## src/sv/b64sd_pkg.sv

```systemverilog
`timescale 1ns / 1ps
`default_nettype none
// ----------------------------------------------------------------------------
// b64sd_pkg
// Types, codes and the alphabet lookup shared by the strict base64 decoder.
// ----------------------------------------------------------------------------
package b64sd_pkg;

  localparam int FIFO_DEPTH = 8;  // result queue entries, at least 4
  localparam int RES_MAX    = 3;  // results one character can cause

  localparam logic [7:0] PAD_CHAR = 8'h3D;

  typedef logic [2:0] err_t;
  localparam err_t ERR_NONE          = 3'd0;
  localparam err_t ERR_LENGTH        = 3'd1;
  localparam err_t ERR_BAD_PAD       = 3'd2;
  localparam err_t ERR_PAD_NOT_FINAL = 3'd3;
  localparam err_t ERR_INVALID_CHAR  = 3'd4;
  localparam err_t ERR_PAD_BITS      = 3'd5;

  typedef struct packed {
    logic [7:0] data_byte;
    err_t       error_code;
    logic       end_flag;
  } res_t;

  // Results of one accepted character, in delivery order.
  typedef struct packed {
    logic [1:0]           count;
    res_t [RES_MAX-1:0]   item;
  } push_t;

  typedef struct packed {
    logic       valid;
    logic [5:0] value;
  } sextet_t;

  // Standard alphabet: A-Z, a-z, 0-9, '+', '/'.
  function automatic sextet_t sextet_of(input logic [7:0] c);
    sextet_t r;
    r.valid = 1'b1;
    r.value = 6'd0;
    if (c >= 8'h41 && c <= 8'h5A) begin
      r.value = 6'(c - 8'h41);
    end else if (c >= 8'h61 && c <= 8'h7A) begin
      r.value = 6'(c - 8'h61 + 8'd26);
    end else if (c >= 8'h30 && c <= 8'h39) begin
      r.value = 6'(c - 8'h30 + 8'd52);
    end else if (c == 8'h2B) begin
      r.value = 6'd62;
    end else if (c == 8'h2F) begin
      r.value = 6'd63;
    end else begin
      r.valid = 1'b0;
    end
    return r;
  endfunction

endpackage
`default_nettype wire

```

## src/sv/b64sd_decode.sv

```systemverilog
`timescale 1ns / 1ps
`default_nettype none
// ----------------------------------------------------------------------------
// b64sd_decode
// Group state and strict checks; turns each accepted character into zero to
// three results.
// ----------------------------------------------------------------------------
module b64sd_decode (
  input  wire logic             clk,
  input  wire logic             rst,
  input  wire logic             take,
  input  wire logic [7:0]       char_code,
  input  wire logic             last_char,
  output b64sd_pkg::push_t      push
);
  import b64sd_pkg::*;

  logic [1:0]  group_position,     group_position_next;
  logic [17:0] sextet_accumulator, sextet_accumulator_next;
  logic        third_is_pad,       third_is_pad_next;
  logic        bad_char_seen,      bad_char_seen_next;
  logic        failed,             failed_next;

  sextet_t     sx;
  logic [5:0]  v;
  logic        pad2, pad3;
  logic [23:0] value;
  err_t        err;
  push_t       res;

  always_comb begin
    sx    = sextet_of(char_code);
    v     = sx.value;
    pad2  = third_is_pad;
    pad3  = (char_code == PAD_CHAR);
    value = {sextet_accumulator, pad3 ? 6'd0 : sx.value};
    err   = ERR_NONE;

    group_position_next     = group_position;
    sextet_accumulator_next = sextet_accumulator;
    third_is_pad_next       = third_is_pad;
    bad_char_seen_next      = bad_char_seen;
    failed_next             = failed;

    res       = '0;
    res.count = 2'd0;

    if (failed) begin
      // drop everything up to the last character of the text
      if (last_char) begin
        failed_next = 1'b0;
      end
    end else if (group_position != 2'd3) begin
      if (last_char) begin
        res.count   = 2'd1;
        res.item[0] = '{data_byte: 8'd0, error_code: ERR_LENGTH, end_flag: 1'b1};
        group_position_next     = 2'd0;
        sextet_accumulator_next = '0;
        third_is_pad_next       = 1'b0;
        bad_char_seen_next      = 1'b0;
      end else begin
        if (group_position == 2'd2 && pad3) begin
          third_is_pad_next = 1'b1;
          v = 6'd0;
        end else if (!sx.valid) begin
          bad_char_seen_next = 1'b1;
          v = 6'd0;
        end
        sextet_accumulator_next = {sextet_accumulator[11:0], v};
        group_position_next     = group_position + 2'd1;
      end
    end else begin
      if (pad2 && !pad3) begin
        err = ERR_BAD_PAD;
      end else if ((pad2 || pad3) && !last_char) begin
        err = ERR_PAD_NOT_FINAL;
      end else if (bad_char_seen || (!pad3 && !sx.valid)) begin
        err = ERR_INVALID_CHAR;
      end else if ((pad2 && value[15:0] != 16'd0) ||
                   (pad3 && !pad2 && value[7:0] != 8'd0)) begin
        err = ERR_PAD_BITS;
      end

      group_position_next     = 2'd0;
      sextet_accumulator_next = '0;
      third_is_pad_next       = 1'b0;
      bad_char_seen_next      = 1'b0;

      if (err != ERR_NONE) begin
        res.count   = 2'd1;
        res.item[0] = '{data_byte: 8'd0, error_code: err, end_flag: 1'b1};
        failed_next = !last_char;
      end else begin
        res.count = pad2 ? 2'd1 : (pad3 ? 2'd2 : 2'd3);
        res.item[0] = '{data_byte: value[23:16], error_code: ERR_NONE,
                        end_flag: pad2 && last_char};
        res.item[1] = '{data_byte: value[15:8], error_code: ERR_NONE,
                        end_flag: !pad2 && pad3 && last_char};
        res.item[2] = '{data_byte: value[7:0], error_code: ERR_NONE,
                        end_flag: last_char};
      end
    end

    push = res;
    if (!take) begin
      push.count = 2'd0;
    end
  end

  always_ff @(posedge clk) begin
    if (rst) begin
      group_position     <= 2'd0;
      sextet_accumulator <= '0;
      third_is_pad       <= 1'b0;
      bad_char_seen      <= 1'b0;
      failed             <= 1'b0;
    end else if (take) begin
      group_position     <= group_position_next;
      sextet_accumulator <= sextet_accumulator_next;
      third_is_pad       <= third_is_pad_next;
      bad_char_seen      <= bad_char_seen_next;
      failed             <= failed_next;
    end
  end

endmodule
`default_nettype wire

```

## src/sv/b64sd_queue.sv

```systemverilog
`timescale 1ns / 1ps
`default_nettype none
// ----------------------------------------------------------------------------
// b64sd_queue
// Result queue: takes up to three results per cycle, hands out one per beat.
// ----------------------------------------------------------------------------
module b64sd_queue #(
  parameter int DEPTH = b64sd_pkg::FIFO_DEPTH
) (
  input  wire logic             clk,
  input  wire logic             rst,
  input  wire b64sd_pkg::push_t push,
  output logic                  room,
  output logic                  out_valid,
  input  wire logic             out_ready,
  output b64sd_pkg::res_t       out_item
);
  import b64sd_pkg::*;

  localparam int PW = $clog2(DEPTH);
  localparam int CW = $clog2(DEPTH + 1);

  res_t          mem [DEPTH];
  logic [PW-1:0] wr_ptr, rd_ptr;
  logic [CW-1:0] count, count_next;
  logic          pop;

  function automatic logic [PW-1:0] wrap_add(input logic [PW-1:0] p,
                                             input logic [1:0] k);
    logic [PW:0] s;
    s = {1'b0, p} + (PW+1)'(k);
    if (s >= (PW+1)'(DEPTH)) begin
      s = s - (PW+1)'(DEPTH);
    end
    return s[PW-1:0];
  endfunction

  assign out_valid = (count != '0);
  assign out_item  = mem[rd_ptr];
  assign pop       = out_valid && out_ready;
  // Accept only with space for the largest burst one character can cause.
  assign room      = (count <= CW'(DEPTH - RES_MAX));

  always_comb begin
    count_next = count + CW'(push.count) - CW'(pop);
  end

  always_ff @(posedge clk) begin
    for (int k = 0; k < RES_MAX; k++) begin
      if (2'(k) < push.count) begin
        mem[wrap_add(wr_ptr, 2'(k))] <= push.item[k];
      end
    end
  end

  always_ff @(posedge clk) begin
    if (rst) begin
      wr_ptr <= '0;
      rd_ptr <= '0;
      count  <= '0;
    end else begin
      wr_ptr <= wrap_add(wr_ptr, push.count);
      rd_ptr <= wrap_add(rd_ptr, {1'b0, pop});
      count  <= count_next;
    end
  end

endmodule
`default_nettype wire

```

## src/sv/base64_strict_decoder.sv

```systemverilog
`timescale 1ns / 1ps
`default_nettype none
// ----------------------------------------------------------------------------
// base64_strict_decoder
// Strict streaming base64 decoder: one character per beat in, decoded bytes
// or a single error result out.
// ----------------------------------------------------------------------------
//
//   channel  dir  tdata            tuser       tlast
//   s_*      in   char_code[7:0]   -           last_char
//   m_*      out  data_byte[7:0]   error_code  end_flag
//
// One character is accepted per cycle while s_tready is high. Its group logic
// settles in the same cycle and writes zero to three results into an
// eight-entry result queue; the first result can leave on the next cycle.
// s_tready drops only while the queue could not take a full three-result
// burst, so with m_tready held high the input never stalls (three bytes out
// per four characters). Reset (rst, synchronous) clears the group state, the
// error flag and the queue pointers. Stalling m_tready holds the head result
// steady.
module base64_strict_decoder #(
  parameter int FIFO_DEPTH = b64sd_pkg::FIFO_DEPTH
) (
  input  wire logic       clk,
  input  wire logic       rst,
  // input characters
  input  wire logic       s_tvalid,
  output logic            s_tready,
  input  wire logic [7:0] s_tdata,   // [7:0] char_code
  input  wire logic       s_tlast,   // last_char
  // decoded results
  output logic            m_tvalid,
  input  wire logic       m_tready,
  output logic [7:0]      m_tdata,   // [7:0] data_byte
  output logic [2:0]      m_tuser,   // [2:0] error_code
  output logic            m_tlast    // end_flag
);
  import b64sd_pkg::*;

  push_t push;
  res_t  head;
  logic  room;
  logic  take;

  // A beat moves when the queue has room for the worst-case burst.
  assign s_tready = room;
  assign take     = s_tvalid && room;

  b64sd_decode u_decode (
    .clk       (clk),
    .rst       (rst),
    .take      (take),
    .char_code (s_tdata),
    .last_char (s_tlast),
    .push      (push)
  );

  b64sd_queue #(
    .DEPTH (FIFO_DEPTH)
  ) u_queue (
    .clk       (clk),
    .rst       (rst),
    .push      (push),
    .room      (room),
    .out_valid (m_tvalid),
    .out_ready (m_tready),
    .out_item  (head)
  );

  // Present the queue head on the master side.
  assign m_tdata = head.data_byte;
  assign m_tuser = head.error_code;
  assign m_tlast = head.end_flag;

endmodule
`default_nettype wire
```

## config.mk

```make
export PLATFORM = sky130hd
export DESIGN_NAME = base64_strict_decoder
export DESIGN_NICKNAME = d
export VERILOG_FILES = /design/src/sv/b64sd_pkg.sv /design/src/sv/b64sd_decode.sv /design/src/sv/b64sd_queue.sv /design/src/sv/base64_strict_decoder.sv
export SDC_FILE = /design/constraint.sdc
export NUM_CORES = 1
export LEC_CHECK = 0
export ABC_AREA = 0
export BUFFER_PORTS_ARGS = -buffer_cell sky130_fd_sc_hd__buf_4
export CAP_MARGIN = 20
export CORE_MARGIN = 2
export CORE_UTILIZATION = 30
export DETAILED_ROUTE_END_ITERATION = 8
export MAX_ROUTING_LAYER = met4
export PLACE_DENSITY = 0.45
export RECOVER_POWER = 50
export SLEW_MARGIN = 20
export SYNTH_ARGS = -nofsm -noshare
export SYNTH_HDL_FRONTEND = slang
export SYNTH_SLANG_ARGS = --single-unit
```

## constraint.sdc

```tcl
create_clock -name clk -period 11.76 [get_ports clk]
set_input_delay 0.588 -clock clk [delete_from_list [all_inputs] [get_ports clk]]
set_output_delay 0.588 -clock clk [all_outputs]
set_load 0.005 [all_outputs]
```

After elaboration in Yosys (flattened, before gate mapping)
Memory sizes are Yosys's and may differ from the RTL's. A register that Yosys moved wholly into a read port is not among the register bits. Index checks and enable logic that the tools add are counted.

Flip-flop bits (word level): 33. Memory bits (writable): 96. Input bits: 13. Memories: 1.

Memories: u_queue.mem (words 8, width 12, rd ports 1, clocked after memory_dff 1, wr ports 3, line b64sd_queue.sv:23) `res_t mem [DEPTH];`.

Add/subtract/negate cells: 17. Order comparisons: 15. Equal/unequal tests: 8. Mux-type cells: 61. Bitwise gates (word level): 1. Reduce and logical (&&, ||, !) cells: 28.

Operators by type and width (number): 2-to-1 mux 24 bit (2); 2-to-1 mux 6 bit (8); 2-to-1 mux 3 bit (15); 2-to-1 mux 38 bit (1); 2-to-1 mux 18 bit (2); == test 8 x 6 -> 1 bit (second input constant) (3); 2-to-1 mux 1 bit (24); 2-to-1 mux 12 bit (2); >= comparator 4 bit (second input constant) (4); >= comparator 8 x 7 -> 1 bit (second input constant) (2); <= comparator 8 x 7 -> 1 bit (second input constant) (2); nonzero test 16 bit (1); subtractor 3 x 1 -> 3 bit (second input constant) (5); logical AND 1 bit (14); 2-to-1 mux 2 bit (7); subtractor 6 bit (second input constant) (2); inequality test 3 bit (second input constant) (3); >= comparator 8 x 6 -> 1 bit (second input constant) (1); <= comparator 8 x 6 -> 1 bit (second input constant) (1); nonzero test 8 bit (1); adder 6 x 5 -> 6 bit (second input constant) (1); adder 6 bit (second input constant) (1); subtractor 6 x 1 -> 6 bit (second input constant) (1); adder 3 x 1 -> 4 bit (1); 20 further kinds (26).

Logic depth before layout (Yosys ltp)
Depth in word-level cells: 24. Mapped depth: 19.

By module
Synthesis repeated with hierarchy kept, for this count alone.

Cells, all modules: 1015. Area, all modules: 9122.5 um2.

By module, submodules not included: b64sd_queue (times used 1, cells each 749, area each 7145.6 um2); b64sd_decode (times used 1, cells each 265, area each 1970.6 um2); base64_strict_decoder (times used 1, cells each 1, area each 6.3 um2).

Worst setup path before layout
OpenSTA, ideal clock, no wires.

Kind: input to register. From: in s_tdata[2]. To: reg u_queue.count[3]. Setup time: 128 ps. Arrival time: 3976 ps. Slack: 7656 ps. Stages on the path: 19. Path buffers: 3. Cells stage by stage: buf_4 inv_1 ha_1 a21oi_1 or3_4 and3_4 buf_6 o41ai_1 or3_1 clkbuf_1 nor2_1 inv_2 ha_1 inv_1 ha_1 a21o_1 a21oi_1 xnor2_1 nor2_1.

Word-level cells in the longest chain between the ends: 23.

RTL lines: from (decl) (line base64_strict_decoder.sv:29) `input wire logic [7:0] s_tdata,`; parallel branches: the longest is 17 deep, another holds subtractor 6 bit; 2-to-1 mux 2 bit (*) (line b64sd_decode.sv:89) `if (err != ERR_NONE) begin`; 2-to-1 mux 2 bit (*) (line b64sd_decode.sv:53) `end else if (group_position != 2'd3) begin`; 2-to-1 mux 38 bit (*) (line b64sd_decode.sv:48) `if (failed) begin`; 2-to-1 mux 2 bit (*) (line b64sd_decode.sv:105) `if (!take) begin`; adder 4 x 2 -> 4 bit (*) (line b64sd_queue.sv:45) `count_next = count + CW'(push.count) - CW'(pop);`; subtractor 4 x 1 -> 4 bit (*) (line b64sd_queue.sv:45); to (signal assigned) (line b64sd_queue.sv:64) `count <= count_next;`; to (decl) (line b64sd_queue.sv:25) `logic [CW-1:0] count, count_next;`.

Mark *: on every way between the ends. The select of a mux whose other input is x is not followed. A chain may end at the register's enable or synchronous reset.

==> run metrics <==
worst hold start u_queue.mem[6][3]$_SDFFE_PP0N_; Cells after Synth 821; Hold Slack 450 ps; clk root buf clkbuf_16; antenna violations before repair 0; Max transition margin -80.4%; Reg2Reg Depth 11; cells along the critical path clkbuf_1 -> inv_1 -> ha_1 -> a21oi_1 -> or3_1 -> and3_1 -> nor2_1 -> a21oi_1 -> a2111oi_0 -> o21ai_4 -> clkbuf_1 -> o32ai_1; Final Hold Viols 0; Post-Syn Area 0.00818 mm2; drt first-iter violations 649; PostCTS Resize Cnt 0; Max H-tree Level 4; Post-Synth Simple-Gate Area 16.3%; crit start category input port; Setup TNS Final 0 ps; antenna viol nets, final 0; Routed WL 26600 um; num ports 27; Compound-Gate Fraction of Synth Area 22.6%; Post-synth top flop edfxtp_1; RSZ-0062 raised after global routing no; commonest cells after routing, fill and taps aside nand2_1, nor2_1, edfxtp_1; number of synthesized flops with an enable pin 72; Setup crit end kind flip-flop; largest family of logic cells by synthesized area compound AO/OA/AOI/OAI gates; Max-Cap Viols 3; GRT met1 Usage 26.4%; gr usage total 19.4%; drt pass-1 iters 6; number of I/O port buffers 26; most common cell after layout, fill and taps aside nand2_1; GRT Max-Usage Layer met2; Via density 5.89; antenna cell count 0; RR Startpoint u_queue.count[3]$_SDFF_PP0_; CTS tree built; DP HPWL 19200 um; met3 global-route usage 2.76%; status finished, violations left; vias in the first global route 6613; routability cong. 0.877; Syn Area/Cell 9.96 um2; Synth warnings 0; failing checks capacitance limit, slew limit; WP data required 11820 ps; die width 169 um; Placed Area 0.00859 mm2; CP arrival 5610 ps; pwr/cell area 154 mW/mm2; worst vdd ir 0.0000968 V; finished layout cell area 0.00915 mm2; met2 Usage GRT 30.4%; clock buffer count from CTS 17; number of library cell types mapped by synthesis 79; total number of vias 6826; global route overflow 0; Worst Hold End u_queue.mem[6][3]$_SDFFE_PP0N_; Die Span Y 169 um; CP top delay family buffers and inverters; net count after synthesis 858; Final Cycle Share 47.2%; fmax 180 MHz; Initial Utilization 30.4%; adder-cell share of the synthesized area 3.86%; mux cell area share after synthesis 10.8%; max incr delay on CP 1920 ps; Die ar. 0.0286 mm2; Worst-Skew Late Latency 430 ps; Slowest cell on crit path clkbuf_1; fraction of registers with async set/reset 0%; nets 842; Reg2Reg Setup Slack 7020 ps; setup violators final 0; post-route minimum period 5550 ps; WHS Path Cells 2; register area share after synthesis 40.4%; CORE AREA 0.0269 mm2; xor/xnor share of the synthesized area 0.857%; clk_skew 11.5 ps; Worst-path clk slew 60 ps; Bufs on Longest Clock Path 2; RR Endpoint u_queue.mem[6][7]$_DFFE_PP_; share of cells above drive strength 1 15.5%; wire length of the first global-routing pass 40900 um; final-report max-slew violation count 95; worst-path maximum fanout 50; critical path class input port to flip-flop; P_leak 0.00293 uW; min setup slack post-route 6210 ps; Remaining DRCs 0; Critical path origin s_tdata[2]; Hold Crit Class flip-flop to flip-flop; Yosys reg bits 129; Critical path buffers and inverters 3; Tightest Pin Transition 2710 ps; largest net degree at the start of global routing 58; row cnt 60; post-placement worst setup slack 7070 ps; post-CTS setup buffers 0; Avg WL per Cell 23.0 um; Clock Sink Count 129; hold buffer count at CTS 0; Area Growth Syn to Fin 11.9%
[metrics by stage]
step | cells | util (%) | total power [uW]
3_5_place_dp | 1126 | 31.9 | 886
6_report | 1159 | 34.0 | 1410
4_1_cts | 1158 | 34.2 | 1420
3_3_place_gp | 1126 | 31.9 | 889
5_1_grt | 1159 | 34.0 | 1480
2_1_floorplan | 821 | - | 770
[logic make-up after synthesis]
group / after synthesis
flip-flops: 129
AO/OA/AOI/OAI: 231
buffers and inverters: 97
multiplexers: 57
adder cells (fa/ha/maj): 24
AND/OR/NAND/NOR: 275
XOR/XNOR: 8
[final cells by class]
| type | instances | area (um2) |
|---|---|---|
| tap | 341 | 427 |
| multi-input combinational | 595 | 4440 |
| timing repair buffer | 40 | 294 |
| fill | 2723 | 17700 |
| clock buffer | 21 | 514 |
| clock inverter | 11 | 86.3 |
| sequential | 129 | 3310 |
| inverter | 22 | 82.6 |
[sequential cells by signal, summed over array words and instances (netlist names)]
signal and flops:
u_decode.bad_char_seen 1, u_decode.sextet_accumulator 18, u_decode.failed 1, u_queue.count 4
u_queue.rd_ptr 3, u_queue.mem 96, u_queue.wr_ptr 3, u_decode.group_position 2
u_decode.pad2 1
[per-layer routing]
layer	share of wire [%]	routed length (um)
met5	0	0
met4	1.5	410
met3	5.3	1410
met2	47	12400
met1	47	12400
[Yosys cell counts (6+ instances only)]
cell type / number / share of area [%]
a2111oi_1: 6 / 0.73
a2111oi_2: 9 / 1.7
a211oi_1: 7 / 0.64
a21o_1: 7 / 0.64
a21oi_1: 38 / 2.3
a221oi_1: 6 / 0.64
a22oi_1: 32 / 2.9
a31oi_1: 9 / 0.69
a32oi_1: 21 / 2.2
and3_1: 6 / 0.46
buf_1: 15 / 0.69
buf_6: 6 / 0.83
clkbuf_1: 50 / 2.3
dfxtp_1: 57 / 14
edfxtp_1: 72 / 26
ha_1: 22 / 3.4
inv_1: 21 / 0.96
mux2_2: 12 / 1.7
mux2i_1: 21 / 2.6
mux4_2: 24 / 6.6
nand2_1: 83 / 3.8
nand2b_1: 11 / 0.84
nand3_1: 20 / 1.2
nand4_1: 7 / 0.54
nor2_1: 81 / 3.7
nor2b_1: 16 / 1.2
nor3_1: 14 / 0.86
o21ai_1: 13 / 0.80
o22ai_1: 8 / 0.61
o32ai_1: 33 / 3.5
xnor2_1: 6 / 0.64
[worst min-delay path, stage by stage, from the launching register on]
cell	delay [ps]
dfxtp_1	310
nand2_1	50
o21ai_1	50
[how the worst max path moves through the flow]
stage / slack, ps / to / cells after the start
after detailed placement: 7070 / u_queue.mem[6][6]$_DFFE_PP_ / 11
after global routing: 5850 / u_queue.mem[1][9]$_DFFE_PP_ / 12
final: 6210 / u_queue.mem[1][9]$_DFFE_PP_ / 12
after floorplan: 7660 / u_queue.count[3]$_SDFF_PP0_ / 19
after CTS: 7210 / u_queue.mem[6][8]$_DFFE_PP_ / 11
after global placement: 7090 / u_queue.mem[3][6]$_DFFE_PP_ / 12
[where the power goes]
part | total, uW | internal, uW | switching [uW] | leakage [uW]
Sequential | 519 | 497 | 21.6 | 0.00113
Clock | 536 | 316 | 220 | 0.000297
Combinational | 356 | 163 | 194 | 0.00150
Note: power is estimated with default switching activity, not from simulation.
